<file path="config.mk">
export PLATFORM = sky130hd
export DESIGN_NAME = rotary_encoder_click_decoder
export DESIGN_NICKNAME = d
export VERILOG_FILES = /design/src/rtl/core/rec_pkg.sv /design/src/rtl/core/rec_step.sv /design/src/rtl/core/rotary_encoder_click_decoder.sv
export SDC_FILE = /design/constraint.sdc
export NUM_CORES = 1
export LEC_CHECK = 0
export BUFFER_PORTS_ARGS = -buffer_cell sky130_fd_sc_hd__buf_2
export CAP_MARGIN = 15
export CORE_MARGIN = 4
export CORE_UTILIZATION = 35
export DETAILED_ROUTE_END_ITERATION = 7
export GPL_TIMING_DRIVEN = 0
export SKIP_LAST_GASP = 1
export SYNTH_ARGS = -nofsm -noshare
export SYNTH_HDL_FRONTEND = slang
export SYNTH_SLANG_ARGS = --single-unit
</file>
<file path="constraint.sdc">
create_clock -name i_clk -period 4.26 [get_ports i_clk]
set_input_delay 1.278 -clock i_clk [delete_from_list [all_inputs] [get_ports i_clk]]
set_output_delay 1.278 -clock i_clk [all_outputs]
set_load 0.03 [all_outputs]
</file>
<file path="src/rtl/core/rec_pkg.sv">
package rec_pkg;

    localparam int unsigned LevelW = 3;
    localparam int unsigned HoldW  = 16;
    localparam int unsigned CodeW  = 4;
    localparam int unsigned EventW = 3;

    localparam logic [HoldW-1:0] LongPressReset = HoldW'(10);
    localparam logic [HoldW-1:0] HoldMax        = '1;

    localparam logic [0:0] RegLongPress = 1'b0;

    typedef enum logic [8:0] {
        ST_IDLE        = 9'b000000001,
        ST_START_RIGHT = 9'b000000010,
        ST_START_LEFT  = 9'b000000100,
        ST_ROT_RIGHT   = 9'b000001000,
        ST_ROT_LEFT    = 9'b000010000,
        ST_CLICK       = 9'b000100000,
        ST_LONG        = 9'b001000000,
        ST_SIMPLE      = 9'b010000000,
        ST_PUSH_ROTATE = 9'b100000000
    } t_state;

    typedef enum logic [EventW-1:0] {
        EV_NONE        = 3'd0,
        EV_BUTTON_RISE = 3'd1,
        EV_BUTTON_FALL = 3'd2,
        EV_LEFT_RISE   = 3'd3,
        EV_LEFT_FALL   = 3'd4,
        EV_RIGHT_RISE  = 3'd5,
        EV_RIGHT_FALL  = 3'd6
    } t_event;

    typedef enum logic [CodeW-1:0] {
        CODE_IDLE        = 4'd0,
        CODE_START_RIGHT = 4'd1,
        CODE_START_LEFT  = 4'd2,
        CODE_ROT_RIGHT   = 4'd3,
        CODE_ROT_LEFT    = 4'd4,
        CODE_CLICK       = 4'd5,
        CODE_LONG        = 4'd6,
        CODE_SIMPLE      = 4'd7,
        CODE_PUSH_ROTATE = 4'd8
    } t_code;

    // levels: bit 0 left, bit 1 right, bit 2 button
    typedef struct packed {
        t_state             state;
        logic [HoldW-1:0]   hold;
        t_event             ev;
    } t_step;

    function automatic t_code state_code(input t_state s);
        t_code c;
        case (s)
            ST_IDLE:        c = CODE_IDLE;
            ST_START_RIGHT: c = CODE_START_RIGHT;
            ST_START_LEFT:  c = CODE_START_LEFT;
            ST_ROT_RIGHT:   c = CODE_ROT_RIGHT;
            ST_ROT_LEFT:    c = CODE_ROT_LEFT;
            ST_CLICK:       c = CODE_CLICK;
            ST_LONG:        c = CODE_LONG;
            ST_SIMPLE:      c = CODE_SIMPLE;
            ST_PUSH_ROTATE: c = CODE_PUSH_ROTATE;
            default:        c = CODE_IDLE;
        endcase
        return c;
    endfunction

endpackage

</file>
<file path="src/rtl/core/rec_step.sv">
module rec_step
    import rec_pkg::*;
(
    input  logic [LevelW-1:0] i_levels,
    input  logic [LevelW-1:0] i_prev,
    input  t_state            i_state,
    input  logic [HoldW-1:0]  i_hold,
    input  logic [HoldW-1:0]  i_long_press,
    output t_step             o_next
);

    t_event           ev;
    t_state           nstate;
    logic [HoldW-1:0] nhold;
    logic [HoldW-1:0] hold_inc;

    // right beats left beats button
    always_comb begin
        ev = EV_NONE;
        if (i_levels[1] != i_prev[1]) begin
            ev = i_levels[1] ? EV_RIGHT_RISE : EV_RIGHT_FALL;
        end else if (i_levels[0] != i_prev[0]) begin
            ev = i_levels[0] ? EV_LEFT_RISE : EV_LEFT_FALL;
        end else if (i_levels[2] != i_prev[2]) begin
            ev = i_levels[2] ? EV_BUTTON_RISE : EV_BUTTON_FALL;
        end
    end

    assign hold_inc = (i_hold == HoldMax) ? i_hold : i_hold + HoldW'(1);

    always_comb begin
        nstate = i_state;
        nhold  = i_hold;
        case (i_state)
            ST_IDLE: begin
                if (ev == EV_RIGHT_FALL) begin
                    nstate = ST_START_RIGHT;
                end else if (ev == EV_LEFT_FALL) begin
                    nstate = ST_START_LEFT;
                end else if (ev == EV_BUTTON_FALL) begin
                    nstate = ST_CLICK;
                end
            end
            ST_START_RIGHT: begin
                if (ev == EV_LEFT_FALL) begin
                    nstate = ST_ROT_RIGHT;
                end else if (ev == EV_RIGHT_RISE) begin
                    nstate = ST_IDLE;
                end
            end
            ST_START_LEFT: begin
                if (ev == EV_RIGHT_FALL) begin
                    nstate = ST_ROT_LEFT;
                end else if (ev == EV_LEFT_RISE) begin
                    nstate = ST_IDLE;
                end
            end
            ST_CLICK: begin
                nhold = hold_inc;
                if (hold_inc > i_long_press) begin
                    if (ev == EV_BUTTON_RISE) begin
                        nstate = ST_LONG;
                        nhold  = '0;
                    end
                end else if (ev == EV_BUTTON_RISE) begin
                    nstate = ST_SIMPLE;
                    nhold  = '0;
                end else if (ev inside {EV_LEFT_RISE, EV_RIGHT_RISE}) begin
                    nstate = ST_PUSH_ROTATE;
                    nhold  = '0;
                end
            end
            default: begin
                nstate = ST_IDLE;
            end
        endcase
    end

    assign o_next.state = nstate;
    assign o_next.hold  = nhold;
    assign o_next.ev    = ev;

endmodule

</file>
<file path="src/rtl/core/rotary_encoder_click_decoder.sv">
// Rotary encoder click decoder.
// s_* stream: one transfer per pin sample tick, s_tdata[0] left, [1] right,
//   [2] button, all active low. m_* stream: one transfer per input transfer,
//   m_tdata[3:0] machine state code, [6:4] edge event of that tick.
// APB port: register 0 at address 0 is the long press limit (16 bits, reset
//   10); a release counts as a long click once the hold count exceeds it.
// Path: an input transfer lands in the input register; the state update happens
//   as it moves into the output register, where its result is offered.
// Throughput: one transfer per cycle unless m_tready stalls the output, set by
//   the combinational step logic between the two registers.
// Reset: pins released, machine idle, hold count zero, both stages empty.
// Stall: while m_tready is low the result holds; one more sample is taken
//   into the input register, then s_tready drops until the output moves.
module rotary_encoder_click_decoder
    import rec_pkg::*;
(
    input  logic        i_clk,
    input  logic        i_rst_n,
    input  logic        s_tvalid,
    output logic        s_tready,
    input  logic [7:0]  s_tdata,   // left, right, button, zero pad
    output logic        m_tvalid,
    input  logic        m_tready,
    output logic [7:0]  m_tdata,   // fsm_state[3:0], edge_event[6:4], zero pad
    input  logic        psel,
    input  logic        penable,
    input  logic        pwrite,
    input  logic [2:0]  paddr,
    input  logic [31:0] pwdata,
    output logic [31:0] prdata,
    output logic        pready
);

    logic              r_in_valid;
    logic [LevelW-1:0] r_in_levels;
    logic              r_out_valid;
    t_code             r_out_code;
    t_event            r_out_event;
    logic [LevelW-1:0] r_prev;
    t_state            r_state;
    logic [HoldW-1:0]  r_hold;
    logic [HoldW-1:0]  r_long_press;

    logic  advance;
    logic  in_xfer;
    t_step n_step;

    assign pready   = 1'b1;
    assign advance  = r_in_valid && (!r_out_valid || m_tready);
    assign s_tready = !r_in_valid || advance;
    assign in_xfer  = s_tvalid && s_tready;

    always_comb begin
        prdata = '0;
        if (paddr[2:2] == RegLongPress) begin
            prdata = {{(32-HoldW){1'b0}}, r_long_press};
        end
    end

    always_ff @(posedge i_clk) begin
        if (!i_rst_n) begin
            r_long_press <= LongPressReset;
        end else if (psel && penable && pwrite && pready
                     && paddr[2:2] == RegLongPress) begin
            r_long_press <= pwdata[HoldW-1:0];
        end
    end

    rec_step u_step (
        .i_levels     (r_in_levels),
        .i_prev       (r_prev),
        .i_state      (r_state),
        .i_hold       (r_hold),
        .i_long_press (r_long_press),
        .o_next       (n_step)
    );

    always_ff @(posedge i_clk) begin
        if (!i_rst_n) begin
            r_in_valid <= 1'b0;
        end else if (in_xfer) begin
            r_in_valid <= 1'b1;
        end else if (advance) begin
            r_in_valid <= 1'b0;
        end
    end

    always_ff @(posedge i_clk) begin
        if (in_xfer) begin
            r_in_levels <= s_tdata[LevelW-1:0];
        end
    end

    always_ff @(posedge i_clk) begin
        if (!i_rst_n) begin
            r_out_valid <= 1'b0;
            r_prev      <= '1;
            r_state     <= ST_IDLE;
            r_hold      <= '0;
        end else begin
            if (advance) begin
                r_out_valid <= 1'b1;
                r_prev      <= r_in_levels;
                r_state     <= n_step.state;
                r_hold      <= n_step.hold;
            end else if (m_tready) begin
                r_out_valid <= 1'b0;
            end
        end
    end

    always_ff @(posedge i_clk) begin
        if (advance) begin
            r_out_code  <= state_code(n_step.state);
            r_out_event <= n_step.ev;
        end
    end

    assign m_tvalid = r_out_valid;
    assign m_tdata  = {1'b0, r_out_event, r_out_code};

`ifndef SYNTH
    a_state_onehot: assert property (@(posedge i_clk) disable iff (!i_rst_n)
        $onehot(r_state))
        else $error("machine state not one-hot");

    a_hold_only_click: assert property (@(posedge i_clk) disable iff (!i_rst_n)
        r_hold != '0 |-> r_state == ST_CLICK)
        else $error("hold count live outside click");

    a_advance_fills: assert property (@(posedge i_clk) disable iff (!i_rst_n)
        advance |=> m_tvalid)
        else $error("advanced item did not reach output");

    a_out_matches_state: assert property (@(posedge i_clk) disable iff (!i_rst_n)
        advance |=> r_out_code == state_code(r_state))
        else $error("output code differs from machine state");
`endif

endmodule
</file>
==> impl_metrics.yaml <==
synthesis:
  synth_edf_count: 10
  netlist_instances: 440
  synth_simple_gate_area_frac: 0.2782
  synth-adder-area-share: 0.06638
  yosysWarnings: 0
  yosysUniqueCellTypes: 58
  syn_area_um2: 3543
  ys_ff_latch: 56
  ys.flop_type: "dfxtp_1"
  synth_mux_area_frac: 0.01766
  synth_top_family_by_area: "simple AND/OR/NAND/NOR gates"
  ys_seq_area_frac: 0.3446
  synth-compound-area-share: 0.1829
  syn_area_per_cell_um2: 8.053
  synth-xor-area-share: 0.01977
  synthArstFlopShare: 0
sta:
  fin_crit_ns: 3.952
  period_share: 0.9278
  worstMarginPinSlew_ns: 0.8814
  rsz0062_at_grt: "no"
  slew_viol_final: 0
  setup_viol: 0
  slew_headroom: 0.4124
  skew_ns: 0.01333
  finalHoldViolations: 0
  fmax_ghz: 0.2530
run:
  timing.max_cap.violations: 0
place:
  dp_cells: 639
  portBuffers: 50
  gp_congestion: 0.8750
  hpwl_mm: 6.969
cells_and_area:
  seq_area_um2: 1221
  multi_input_area_um2: 2093
  num_antenna_cells: 0
  final_cells: 648
  final_util: 0.4214
  final_common_cell: "nand2_1"
  fillers: 1048
  final_layout_size_suffix_gt1_frac: 0.1922
  final_cell_mix: "68 x nand2_1, 52 x buf_2, 46 x dfxtp_1"
  area_growth_pct: 16.77
  final_nets: 582
worst_setup_path:
  crit_slowest_cell: "nor4bb_2"
  crit_path_max_fanout: 8
  crit_chain: "and3_1, and4_1, a21oi_1, nand3_1, and2_1, or2_2, ha_1, nand4_1, nor3_1, a21boi_0, nor4bb_2, o21ai_2, buf_4, a21boi_0, o21ai_0"
  path_class: "reg -> reg"
  worstPathRequired_ns: 4.33
  crit_arrival_ns: 4.02
  crit_top_cell: "a21boi_0"
  critPathLaunchType: "flop"
  max_stage_delay_ns: 0.50
  end_kind: "flop"
cts:
  clock_latency_ns: 0.32
  cts_tree: "yes"
  clk_pin_slew_ns: 0.11
  clk_path_buf_depth: 2
  h-tree-depth: 2
  ctsHoldBuffers: 0
  root_buffer: "clkbuf_8"
  cts_made_buffers: 5
  cts_sinks: 56
routing:
  ant_nets: 0
  drc: 0
  wl_mm: 9.027
  drt_iter0_markers: 279
  vias_per_cell: 5.100
  wl_per_cell_um: 13.93
  num_vias: 3305
  first_pass_iters: 5
floorplan:
  die_h_um: 108.6
  initial_core_util: 0.3609
  core-area_um2: 9819
  rows: 36
  ios: 93
  die_w_um: 108.6
  die-area_um2: 11800
pwr:
  p_int_w: 0.0007413
  clkPwrFrac: 0.277
  power.total_w: 0.001054
  p_per_area_nw_per_um2: 254.8
  pwr-share-comb: 0.188
  sw_frac_of_total: 0.2968
  seq_power_share: 0.535
  power.leakage_nw: 1.770
  peakVddDrop_v: 0.0001494
  p_switching_w: 0.0003129
global_route:
  overflow: 0
  grt_pass1_wl_mm: 15.30
  antenna_found_initial: 0
  grt.total_usage: 0.1588
  grt_max_degree: 17
  grt_pass1_vias: 3167
worst_hold_path:
  hold_path_class: "reg -> reg"
run_status:
  status: "finished clean"
critical path, delay by kind of cell, from the launching register on:
kind | cells | cell delay, ns
DFF | 1 | 0.38
AOI/OAI and AO/OA | 5 | 1.04
buffers and inverters | 1 | 0.18
and+or+nand+nor | 8 | 1.81
adders and majority gates | 1 | 0.30
metrics by stage:
step	hold slack [ns]	TNS (ns)	setup slack, ns	cell area [µm²]
final	0.4675	0	0.3077	4138
after global placement	0.4524	-0.3672	-0.06576	4020
after CTS	0.4736	-0.02718	-0.007962	4105
after floorplan	0.4413	0	0.7442	3603
after detailed placement	0.4592	-0.7072	-0.07684	4020
after global routing	0.4906	0	0.03241	4138
path summary, 6_finish.rpt:
| check | startpoint | to | slack (ns) | cells past startpoint |
|---|---|---|---|---|
| max reg2reg | r_hold[4] | r_out_code[2] | 0.31 | 15 |
| min reg2reg | r_long_press[14] | r_long_press[14] | 0.47 | 2 |
| max | r_hold[4] | r_out_code[2] | 0.31 | 15 |
| min | r_long_press[14] | r_long_press[14] | 0.47 | 2 |
timing repair:
action | 4_1_cts | 5_1_grt
pin swaps | 0 | 2
setup endpoints to repair | 18 | 20
resized for setup | 1 | 8
setup buffers | 0 | 2
routing by layer:
layer  share of wire  global-route usage  routed length, µm  up-vias
met3           0.058             0.02605                522        7
met2            0.46              0.2533               4112      108
met5               0                   0                  0        -
met1            0.48              0.2260               4300     1528
met4           0.010             0.03517                 91        0
li1                -                   -                  -     1662
cell usage after synthesis (all sizes together), types with 5 or more instances:
cell type	n	share of area
a21boi	18	0.038
a21oi	19	0.027
a22o	9	0.022
and2	10	0.018
and3	6	0.011
buf	23	0.047
clkbuf	13	0.014
dfxtp	46	0.26
edfxtp	10	0.085
ha	18	0.064
inv	26	0.028
nand2	69	0.073
nand2b	7	0.012
nand3	17	0.024
nand4	8	0.014
nor2	31	0.033
nor2b	10	0.018
nor3	11	0.018
o2111ai	5	0.012
o21ai	13	0.018
or2	5	0.0088
xnor2	6	0.015
state kept, by name (all words and copies together), names as in the netlist:
register / flops
r_prev: 3
r_long_press: 16
r_in_levels: 3
m_tvalid: 1
r_in_valid: 1
r_out_code: 4
r_hold: 16
r_out_event: 3
r_state: 9
cell families (layout without fill, tap and decap cells):
kind of cell               count (synthesis)  count (layout)
other                                      2              18
AOI/OAI and AO/OA                         94              94
buffers and inverters                     62             121
muxes                                      6               6
and+or+nand+nor                          193             193
xor gates and xnor gates                   8               8
DFF                                       56              56
adders and majority gates                 19              19
power by group through the flow:
stage	logic [W]	registers, W	clock network [W]
final	0.000199	0.000564	0.000292
after CTS	0.000195	0.000564	0.000302
after global routing	0.000220	0.000566	0.000320
after floorplan	0.000137	0.000582	0
after global placement	0.000191	0.000575	0
after detailed placement	0.000194	0.000576	0
area by class of cell:
cell class / count / share of cell area
tap: 133 / 0.04022
clock buffer: 7 / 0.01845
clock inverter: 1 / 0.001210
timing repair buffer: 52 / 0.06411
inverter: 26 / 0.02359
buffer: 35 / 0.05141
multi-input combinational: 338 / 0.5059
sequential: 56 / 0.2951
(Power assumes the default switching activity.)
